File: src/hdl/mwe_pkg.sv
package mwe_pkg;

  localparam int RateW     = 32;
  localparam int DevW      = 32;
  localparam int CodeW     = 8;
  localparam int ClkW      = 26;
  localparam int ExpW      = 4;
  localparam int RateManW  = 16;
  localparam int DevManW   = 8;
  localparam int CntW      = 6;
  localparam int InW       = 72;
  localparam int OutW      = 40;

  // Last exponent tried by the search and last step of the dividers.
  localparam logic [CntW-1:0] SearchLast = 6'd11;
  localparam logic [CntW-1:0] DivLast    = 6'd63;

  // Configuration register indexes.
  localparam logic CfgCrystal   = 1'b0;
  localparam logic CfgThreshold = 1'b1;

  localparam logic [ClkW-1:0] CrystalReset   = 26'd50000000;
  localparam logic [ClkW-1:0] ThresholdReset = 26'd30000000;

  typedef struct packed {
    logic load;
    logic search;
    logic div_init;
    logic div_step;
    logic mult;
    logic diff;
    logic finish;
  } ctrl_cmd_t;

  typedef struct packed {
    logic out_free;
  } ctrl_status_t;

endpackage

File: src/hdl/modulation_word_encoder.sv
// From an accepted input item to m_tvalid the controller steps through the exponent
// search, a setup step, 64 restoring-division steps, multiply, subtract and round.
// One item is in flight at a time: the next is accepted once the controller is idle.
// A new item is accepted while a finished result still waits in the output register.
// Reset (rst, synchronous): controller idle, output empty, crystal 50 MHz, threshold 30 MHz.
module modulation_word_encoder (
  input  logic                           clk,
  input  logic                           rst,
  input  logic                           s_tvalid,
  output logic                           s_tready,
  // rate_bps [31:0], deviation_hz [63:32], modulation_code [71:64]
  input  logic [mwe_pkg::InW-1:0]        s_tdata,
  output logic                           m_tvalid,
  input  logic                           m_tready,
  // rate_mantissa [15:0], rate_exponent [19:16], dev_mantissa [27:20],
  // dev_exponent [31:28], mod2_byte [39:32]
  output logic [mwe_pkg::OutW-1:0]       m_tdata,
  input  logic                           cfg_we,
  input  logic                           cfg_index,
  input  logic [mwe_pkg::ClkW-1:0]       cfg_data
);
  import mwe_pkg::*;

  logic [ClkW-1:0] crystal_hz;
  logic [ClkW-1:0] threshold_hz;
  ctrl_cmd_t       cmd;
  ctrl_status_t    status;

  // Configuration registers. Writes are expected only while the block is idle,
  // so the datapath samples them once when an item is accepted.
  always_ff @(posedge clk) begin
    if (rst) begin
      crystal_hz   <= CrystalReset;
      threshold_hz <= ThresholdReset;
    end else if (cfg_we) begin
      case (cfg_index)
        CfgCrystal:   crystal_hz   <= cfg_data;
        CfgThreshold: threshold_hz <= cfg_data;
        default: ;
      endcase
    end
  end

  // The controller sequences search, division and rounding; the datapath
  // holds the operands, the two divider lanes and the output register.
  mwe_ctrl u_ctrl (
    .clk      (clk),
    .rst      (rst),
    .in_valid (s_tvalid),
    .in_ready (s_tready),
    .status   (status),
    .cmd      (cmd)
  );

  mwe_datapath u_dp (
    .clk          (clk),
    .rst          (rst),
    .cmd          (cmd),
    .status       (status),
    .in_data      (s_tdata),
    .crystal_hz   (crystal_hz),
    .threshold_hz (threshold_hz),
    .out_valid    (m_tvalid),
    .out_ready    (m_tready),
    .out_data     (m_tdata)
  );

  // Only one item is in flight: after an accept the input side closes.
  a_one_in_flight: assert property (@(posedge clk) disable iff (rst)
    (s_tvalid && s_tready) |=> !s_tready)
    else $error("input accepted while an item is in flight");

  // The MOD2 byte always carries the rate exponent bits.
  a_mod2_has_exp: assert property (@(posedge clk) disable iff (rst)
    m_tvalid |-> ((m_tdata[35:32] & m_tdata[19:16]) == m_tdata[19:16]))
    else $error("mod2 byte lost rate exponent bits");

  // Exponents never exceed twelve.
  a_exp_range: assert property (@(posedge clk) disable iff (rst)
    m_tvalid |-> (m_tdata[19:16] <= 4'd12 && m_tdata[31:28] <= 4'd12))
    else $error("exponent out of range");

endmodule

File: src/hdl/mwe_ctrl.sv
module mwe_ctrl (
  input  logic                  clk,
  input  logic                  rst,
  input  logic                  in_valid,
  output logic                  in_ready,
  input  mwe_pkg::ctrl_status_t status,
  output mwe_pkg::ctrl_cmd_t    cmd
);
  import mwe_pkg::*;

  typedef enum logic [2:0] {
    IDLE, SEARCH, INIT, DIVIDE, MULT, DIFF, FINISH
  } state_t;

  state_t          state;
  logic [CntW-1:0] cnt;

  assign in_ready = (state == IDLE);

  always_comb begin
    cmd          = '0;
    cmd.load     = (state == IDLE) && in_valid;
    cmd.search   = (state == SEARCH);
    cmd.div_init = (state == INIT);
    cmd.div_step = (state == DIVIDE);
    cmd.mult     = (state == MULT);
    cmd.diff     = (state == DIFF);
    cmd.finish   = (state == FINISH) && status.out_free;
  end

  always_ff @(posedge clk) begin
    if (rst) begin
      state <= IDLE;
      cnt   <= '0;
    end else begin
      case (state)
        IDLE: begin
          cnt <= '0;
          if (in_valid) state <= SEARCH;
        end
        SEARCH: begin
          if (cnt == SearchLast) begin
            state <= INIT;
            cnt   <= '0;
          end else begin
            cnt <= cnt + 1'b1;
          end
        end
        INIT: begin
          state <= DIVIDE;
          cnt   <= '0;
        end
        DIVIDE: begin
          if (cnt == DivLast) state <= MULT;
          cnt <= cnt + 1'b1;
        end
        MULT:   state <= DIFF;
        DIFF:   state <= FINISH;
        FINISH: begin
          if (status.out_free) state <= IDLE;
        end
        default: state <= IDLE;
      endcase
    end
  end

endmodule

File: src/hdl/mwe_datapath.sv
module mwe_datapath (
  input  logic                          clk,
  input  logic                          rst,
  input  mwe_pkg::ctrl_cmd_t            cmd,
  output mwe_pkg::ctrl_status_t         status,
  input  logic [mwe_pkg::InW-1:0]       in_data,
  input  logic [mwe_pkg::ClkW-1:0]      crystal_hz,
  input  logic [mwe_pkg::ClkW-1:0]      threshold_hz,
  output logic                          out_valid,
  input  logic                          out_ready,
  output logic [mwe_pkg::OutW-1:0]      out_data
);
  import mwe_pkg::*;

  function automatic logic [31:0] rate_lim(input logic [ClkW-1:0] f, input logic [ExpW-1:0] e);
    logic [41:0] p0;
    logic [42:0] p1;
    logic [5:0]  sh;
    p0 = ({16'b0, f} << 16) - {16'b0, f};
    p1 = ({17'b0, f} << 17) - {17'b0, f};
    sh = 6'd33 - {2'b0, e};
    if (e == '0) rate_lim = 32'(p0 >> 32);
    else rate_lim = 32'(p1 >> sh);
  endfunction

  function automatic logic [31:0] dev_lim(input logic [ClkW-1:0] f, input logic [ExpW-1:0] e);
    logic [33:0] p0;
    logic [34:0] p1;
    logic [4:0]  sh;
    p0 = ({8'b0, f} << 8) - {8'b0, f};
    p1 = ({9'b0, f} << 9) - {9'b0, f};
    sh = 5'd23 - {1'b0, e};
    if (e == '0) dev_lim = 32'(p0 >> 22);
    else dev_lim = 32'(p1 >> sh);
  endfunction

  logic [RateW-1:0] rate;
  logic [DevW-1:0]  dev;
  logic [CodeW-1:0] code;
  logic [ClkW-1:0]  fdig, fxo;
  logic [ExpW-1:0]  re, de;
  logic             rfound, dfound;
  logic [63:0]      rtgt, dtgt, rdq, ddq, rdh, rdl, ddh, ddl;
  logic [ClkW-1:0]  rrem, drem;
  logic [42:0]      rlo;
  logic [34:0]      dlo;
  logic [5:0]       rsh, dsh;
  logic [63:0]      rtgt_next, dtgt_next;
  logic [ClkW:0]    rtry, dtry;
  logic             rge, dge;
  logic [RateManW-1:0] rman;
  logic [DevManW-1:0]  dman;

  assign status.out_free = !out_valid || out_ready;

  assign rsh = (re == '0) ? 6'd32 : 6'd33 - {2'b0, re};
  assign dsh = (de == '0) ? 6'd22 : 6'd23 - {2'b0, de};
  assign rtgt_next = {32'b0, rate} << rsh;
  assign dtgt_next = {32'b0, dev} << dsh;

  // One restoring-division step per lane: shift in the next dividend bit.
  assign rtry = {rrem, rdq[63]};
  assign dtry = {drem, ddq[63]};
  assign rge  = rtry >= {1'b0, fdig};
  assign dge  = dtry >= {1'b0, fxo};

  assign rman = rdq[RateManW-1:0] + RateManW'(rdh < rdl);
  assign dman = ddq[DevManW-1:0] + DevManW'(ddh < ddl);

  always_ff @(posedge clk) begin
    if (cmd.load) begin
      rate   <= in_data[31:0];
      dev    <= in_data[63:32];
      code   <= in_data[71:64];
      fxo    <= crystal_hz;
      fdig   <= (crystal_hz > threshold_hz) ? (crystal_hz >> 1) : crystal_hz;
      re     <= '0;
      de     <= '0;
      rfound <= 1'b0;
      dfound <= 1'b0;
    end
    if (cmd.search) begin
      if (!rfound) begin
        if (rate <= rate_lim(fdig, re)) rfound <= 1'b1;
        else re <= re + 1'b1;
      end
      if (!dfound) begin
        if (dev < dev_lim(fxo, de)) dfound <= 1'b1;
        else de <= de + 1'b1;
      end
    end
    if (cmd.div_init) begin
      rtgt <= rtgt_next;
      dtgt <= dtgt_next;
      rdq  <= rtgt_next;
      ddq  <= dtgt_next;
      rrem <= '0;
      drem <= '0;
    end
    if (cmd.div_step) begin
      rrem <= rge ? ClkW'(rtry - {1'b0, fdig}) : ClkW'(rtry);
      drem <= dge ? ClkW'(dtry - {1'b0, fxo}) : ClkW'(dtry);
      rdq  <= {rdq[62:0], rge};
      ddq  <= {ddq[62:0], dge};
    end
    if (cmd.mult) begin
      rlo <= fdig * {(re != '0), rdq[RateManW-1:0]};
      dlo <= fxo * {(de != '0), ddq[DevManW-1:0]};
    end
    if (cmd.diff) begin
      rdh <= {21'b0, rlo} + {38'b0, fdig} - rtgt;
      rdl <= rtgt - {21'b0, rlo};
      ddh <= {29'b0, dlo} + {38'b0, fxo} - dtgt;
      ddl <= dtgt - {29'b0, dlo};
    end
    if (cmd.finish) begin
      out_data <= {code | {4'b0, re}, de, dman, re, rman};
    end
  end

  always_ff @(posedge clk) begin
    if (rst) begin
      out_valid <= 1'b0;
    end else if (cmd.finish) begin
      out_valid <= 1'b1;
    end else if (out_ready) begin
      out_valid <= 1'b0;
    end
  end

endmodule

File: config.mk
export PLATFORM = sky130hd
export DESIGN_NAME = modulation_word_encoder
export DESIGN_NICKNAME = d
export VERILOG_FILES = /design/src/hdl/mwe_pkg.sv /design/src/hdl/modulation_word_encoder.sv /design/src/hdl/mwe_ctrl.sv /design/src/hdl/mwe_datapath.sv
export SDC_FILE = /design/constraint.sdc
export NUM_CORES = 2
export LEC_CHECK = 0
export BUFFER_PORTS_ARGS = -buffer_cell sky130_fd_sc_hd__buf_2
export CORE_MARGIN = 4
export CORE_UTILIZATION = 35
export CTS_BUF_LIST = sky130_fd_sc_hd__clkbuf_4 sky130_fd_sc_hd__clkbuf_8
export DETAILED_ROUTE_END_ITERATION = 16
export HOLD_SLACK_MARGIN = 0.15
export MAX_ROUTING_LAYER = met4
export PLACE_DENSITY = 0.5
export SETUP_SLACK_MARGIN = 0.3
export SLEW_MARGIN = 10
export SYNTH_ARGS = -nofsm -noshare
export SYNTH_HDL_FRONTEND = slang
export SYNTH_SLANG_ARGS = --single-unit
File: constraint.sdc
create_clock -name clk -period 29.7 [get_ports clk]
set_clock_uncertainty 0.15 [all_clocks]
set_input_delay 5.94 -clock clk [delete_from_list [all_inputs] [get_ports clk]]
set_output_delay 5.94 -clock clk [all_outputs]
set_load 0.05 [all_outputs]
; Word level (Yosys, flattened, before mapping)
; Cells that the tools add are included.
[classes]
add_sub_neg = 20
multipliers = 2
order_cmp = 7
n_eq_ne = 12
n_shift = 4
n_mux = 43
bitwise = 2
reduce_logical = 16
[ops]
columns = cell, count
row1 = 64-bit 2-to-1 mux, 4
row2 = 32-bit 2-to-1 mux, 6
row3 = 26-bit 2-to-1 mux, 5
row4 = 64-bit < comparator, 2
row5 = 32-bit by 6-bit << shifter with 64-bit output, 2
row6 = 64-bit subtractor, 2
row7 = 64-bit by 35-bit subtractor with 64-bit output, 1
row8 = 64-bit by 43-bit subtractor with 64-bit output, 1
row9 = 27-bit by 26-bit >= comparator with 1-bit output, 2
row10 = 26-bit subtractor, 2
row11 = 43-bit by 26-bit adder with 44-bit output, 1
row12 = 26-bit by 17-bit multiplier with 43-bit output, 1
row13 = 43-bit by 6-bit >> shifter with 32-bit output, 1
row14 = 43-bit by 26-bit subtractor with 43-bit output, 1
row15 = 42-bit by 26-bit subtractor with 42-bit output, 1
row16 = 35-bit by 26-bit adder with 36-bit output, 1
row17 = 26-bit by 9-bit multiplier with 35-bit output, 1
row18 = 35-bit by 5-bit >> shifter with 32-bit output, 1
row19 = 35-bit by 26-bit subtractor with 35-bit output, 1
row20 = 34-bit by 26-bit subtractor with 34-bit output, 1
row21 = 32-bit <= comparator, 1
row22 = 32-bit < comparator, 1
row23 = 4-bit 2-to-1 mux, 8
row24 = 26-bit > comparator, 1
row25 = other kinds (33), 58
[totals]
regBits = 878
output_inout_bits = 42
word_cells = 134

; Logic depth before layout (Yosys ltp)
[depth]
word_depth = 9
depth_mapped = 31

; By module
; A second synthesis with hierarchy kept.
[hier_totals]
hier_cells = 8494
area_unflattened_um2 = 82293.9
[modules_own_cells]
columns = module, n_inst, cells_per_inst, area_each_um2
row1 = mwe_datapath, 1, 8212, 79552.5
row2 = modulation_word_encoder, 1, 210, 2163.3
row3 = mwe_ctrl, 1, 72, 578.1

; Least setup slack after synthesis
; No wires, ideal clock.
[synth_timing]
path_kind = reg-to-reg
start = register u_ctrl.state[2]
end = register u_dp.ddh[0] (enable)
setup_time_ns = 1.239
t_arrival_ns = 19.321
required_time_ns = 28.311
setup_slack_ns = 8.990
stages_incl_launch_ff = 4
path_buffers = 1
synth_period_minus_slack_ns = 20.710
path_cell_list = dfxtp_1 buf_1 inv_1 nor3b_1
[synth_via]
elab_chain_len = 1
[synth_rtl]
columns = item, line
row1 = from (decl), mwe_ctrl.sv:15  ; state_t state;
row2 = from (signal assigned), mwe_ctrl.sv:33  ; state <= IDLE;
row3 = from (signal assigned), mwe_ctrl.sv:39  ; if (in_valid) state <= SEARCH;
row4 = from (signal assigned), mwe_ctrl.sv:43  ; state <= INIT;
row5 = 3-bit equality test, mwe_ctrl.sv:27  ; cmd.diff = (state == DIFF);
row6 = to (signal assigned), mwe_datapath.sv:113  ; ddh <= {29'b0, dlo} + {38'b0, fxo} - dtgt;
row7 = to (decl), mwe_datapath.sv:43  ; logic [63:0] rtgt, dtgt, rdq, ddq, rdh, rdl, ddh, ddl;
; Every way passes these cells.
; A chain may end at the register's enable or synchronous reset.

; Final worst setup path
[layout_timing]
start = register u_dp.re[0]
end = register u_dp.rlo[40], data pin
[layout_via]
elab_chain_len = 2
[layout_rtl]
columns = item, line
row1 = from (decl), mwe_datapath.sv:41  ; logic [ExpW-1:0] re, de;
row2 = from (signal assigned), mwe_datapath.sv:85  ; else re <= re + 1'b1;
row3 = 4-bit nonzero test, mwe_datapath.sv:107  ; rlo <= fdig * {(re != '0), rdq[RateManW-1:0]};
row4 = 26-bit by 17-bit multiplier with 43-bit output, mwe_datapath.sv:107
row5 = to (signal assigned), mwe_datapath.sv:107
row6 = to (decl), mwe_datapath.sv:45  ; logic [42:0] rlo;
; Every way passes these cells.

==> qor.yml <==
status: "completed"
numPortBuffers: 145
synth_area_sq_mm: 0.0828
ys_seq_area_share_pct: 30.9
ctsResizeCount: 0
power.leakage_nw: 39.7
place_area_sq_mm: 0.0872
final_common_cell: "nand2_1"
mostFrequentLayoutCells: "1044 x nand2_1, 999 x inv_1, 805 x edfxtp_1"
worstHoldPathCells: 0
ir_drop_mv: 0.289
utilization_pct: 38.6
min_from: "u_dp.code[5]$_DFFE_PP_"
grt_pass1_wl_um: 416000
synth-edff-count: 805
grt_pass1_vias: 65478
die_height_um: 494
routed_via_density: 5.36
synthCells: 8818
clkSlewWorstSetupHoldPaths_ns: 0.07
track_usage_pct: 22.9
syn2layout_area_growth_pct: 9.83
cts_hold_buffers: 0
postCtsSetupRepairBufs: 0
cts.sinks: 877
final_cell_count_no_fill: 12211
holdPathEnd: "u_dp.out_data[37]$_DFFE_PP_"
setup-tns-final_ns: 0
synth_area_leaders: "edfxtp_1 29%, fa_1 13%, ha_1 11%, nand2_1 4.7%, inv_1 4.5%"
dp_hpwl_um: 212000
r2r_end: "u_dp.rlo[40]$_DFFE_PP_"
ys.warnings.count: 0
syn_avg_cell_area_sq_um: 9.39
synthFlopType: "edfxtp_1"
grt_max_degree: 114
finalSetupViolations: 0
reg2reg_depth: 25
worstSetupPathType: "reg2reg"
cts_tree: "built"
die_w_um: 494
clock_path_buffers: 3
busiest_layer: "met2"
use_met2_pct: 34.0
first_pass_iters: 6
dieArea_sq_mm: 0.244
hold_viol: 0
drc_errors: 0
max_cap_violations: 0
routabilityCongestion: 0.951
fin_crit_ns: 8.91
tightest_slew_ns: 1.35
slew_viol_final: 0
cts_buffers: 169
drive_gt1_share_pct: 8.26
placementRows: 178
finalPower_mw: 12.0
core_area_sq_mm: 0.235
clockRootBuffer: "clkbuf_8"
routed_wl_um: 276000
endpoint_kind: "flop"
num_io_pins: 146
vias: 65426
synth_top_cell_by_area: "edfxtp_1"
synth-seq-cells: 877
worstSkewPairLatency_ns: 0.93
use_met3_pct: 3.19
max_freq_mhz: 112
start_util_pct: 35.2
wire_per_inst_um: 22.6
slew-limit-headroom_pct: 9.51
nNetsFinal: 10259
worstReg2RegStart: "u_dp.re[0]$_DFF_P_"
worstPathMaxFanout: 42
post-synth-top-area-fraction_pct: 29.2
rsz0062_at_grt: "no"
required_ns: 30.19
drtAntennaViolNets: 0
use_met1_pct: 31.8
drtIter0Drc: 4965
hp-class: "reg2reg"
cp-start-kind: "flop"
htreeDepth: 4
p_per_area_mw_per_mm2: 132
worstPathArrival_ns: 9.40
finalCritPeriodShare_pct: 30.0
regToRegSetupSlack_ns: 20.79
fin_area_sq_mm: 0.0910
antenna_found_initial: 11
place_inst: 11882
overflow: 0
netlist-cell-type-count: 99
async_flop_share_pct: 0
## critical path, cell delays in order (launching register included)
cell	delay, ns
dfxtp_4	0.42
inv_1	0.08
buf_4	0.49
ha_1	0.30
nor3b_2	0.25
buf_4	0.29
nor2_1	0.14
fa_1	0.56
inv_1	0.06
fa_1	0.50
fa_1	0.52
fa_1	0.51
fa_1	0.55
inv_1	0.05
fa_1	0.47
ha_1	0.38
a211oi_1	0.24
o21ai_0	0.13
o21a_1	0.14
a21oi_1	0.17
o31ai_1	0.12
a211o_1	0.31
o31a_1	0.36
a2111oi_0	0.83
nor3_1	0.20
o311a_1	0.34
## cells in the mapped netlist (80+ instances only)
| cell type | number |
|---|---|
| ha_1 | 716 |
| nor2_1 | 609 |
| nand4_1 | 81 |
| fa_1 | 536 |
| and2_1 | 255 |
| nand2b_1 | 83 |
| edfxtp_1 | 805 |
| nand3_1 | 142 |
| a21oi_1 | 479 |
| nand2_1 | 1046 |
| inv_1 | 1000 |
| nor2b_1 | 91 |
| mux2i_1 | 308 |
| a21o_1 | 200 |
| xor2_1 | 124 |
| mux2_2 | 80 |
| nor3_1 | 131 |
| clkbuf_1 | 319 |
| o21ai_0 | 286 |
| o21a_1 | 90 |
| xnor2_1 | 356 |
## layer usage
metal  vias up  wire, um
met5         -         0
met4         0     11300
met3       453     16000
met2      2028    119000
met1     32245    129000
li1      30700         -
## worst max-delay path by stage
stage / from / end / slack, ns / depth (start not counted)
2_1_floorplan: u_ctrl.state[2]$_SDFFE_PP0P_ / u_dp.ddh[0]$_DFFE_PP_ / 8.99 / 3
3_3_place_gp: u_dp.re[0]$_DFF_P_ / u_dp.rlo[40]$_DFFE_PP_ / 21.04 / 25
3_5_place_dp: u_dp.re[0]$_DFF_P_ / u_dp.rlo[40]$_DFFE_PP_ / 20.91 / 25
4_1_cts: u_dp.re[0]$_DFF_P_ / u_dp.rlo[40]$_DFFE_PP_ / 20.76 / 25
5_1_grt: u_dp.re[0]$_DFF_P_ / u_dp.rlo[40]$_DFFE_PP_ / 20.32 / 25
6_report: u_dp.re[0]$_DFF_P_ / u_dp.rlo[40]$_DFFE_PP_ / 20.79 / 25
## layout make-up
class                      count  area, sq um
inverter                    1007         3780
antenna                       13         32.5
sequential                   877        25600
clock inverter               104         1020
clock buffer                 212         2670
fill                       23745       144000
tap                         3150         3940
multi-input combinational   6568        52100
timing repair buffer         280         1750
## registers in the layout, summed over array words and instances (netlist names), 6 cells and up
signal         count
u_dp.fxo          26
u_dp.dlo          35
u_dp.ddq          64
u_dp.dtgt         63
u_dp.rtgt         64
u_dp.out_data     40
u_dp.code          8
u_dp.drem         26
u_dp.rdh          64
u_ctrl.cnt         6
u_dp.ddh          64
u_dp.fdig         26
threshold_hz      26
crystal_hz        26
u_dp.rdl          64
u_dp.dev          32
u_dp.ddl          64
u_dp.rdq          64
u_dp.rlo          43
u_dp.rate         32
u_dp.rrem         26
## where the power goes
group          total [mW]  switching, mW  internal, mW
registers            1.94         0.0796          1.86
logic                8.79           5.40          3.38
clock network        1.32          0.617         0.701
## through the flow
stage | hold slack [ns] | setup slack [ns]
3_5_place_dp | 0.257 | 20.91
2_1_floorplan | 0.250 | 8.99
3_3_place_gp | 0.251 | 21.04
5_1_grt | 0.276 | 20.32
6_report | 0.271 | 20.79
4_1_cts | 0.263 | 20.76
## cells by family (layout without fill, tap and decap cells)
family          after synthesis  in the layout  share of synthesized area, %
mux                         400            400                          5.14
xor+xnor                    480            480                          5.08
other cells                   2             34                       0.00907
buf+inv                    1392           1603                          6.34
compound gates             1668           1668                          13.1
fa+ha+maj                  1252           1252                          23.8
simple gates               2747           2747                          15.6
flops                       877            877                          30.9
No activity file was read; power rests on OpenSTA's default activity.
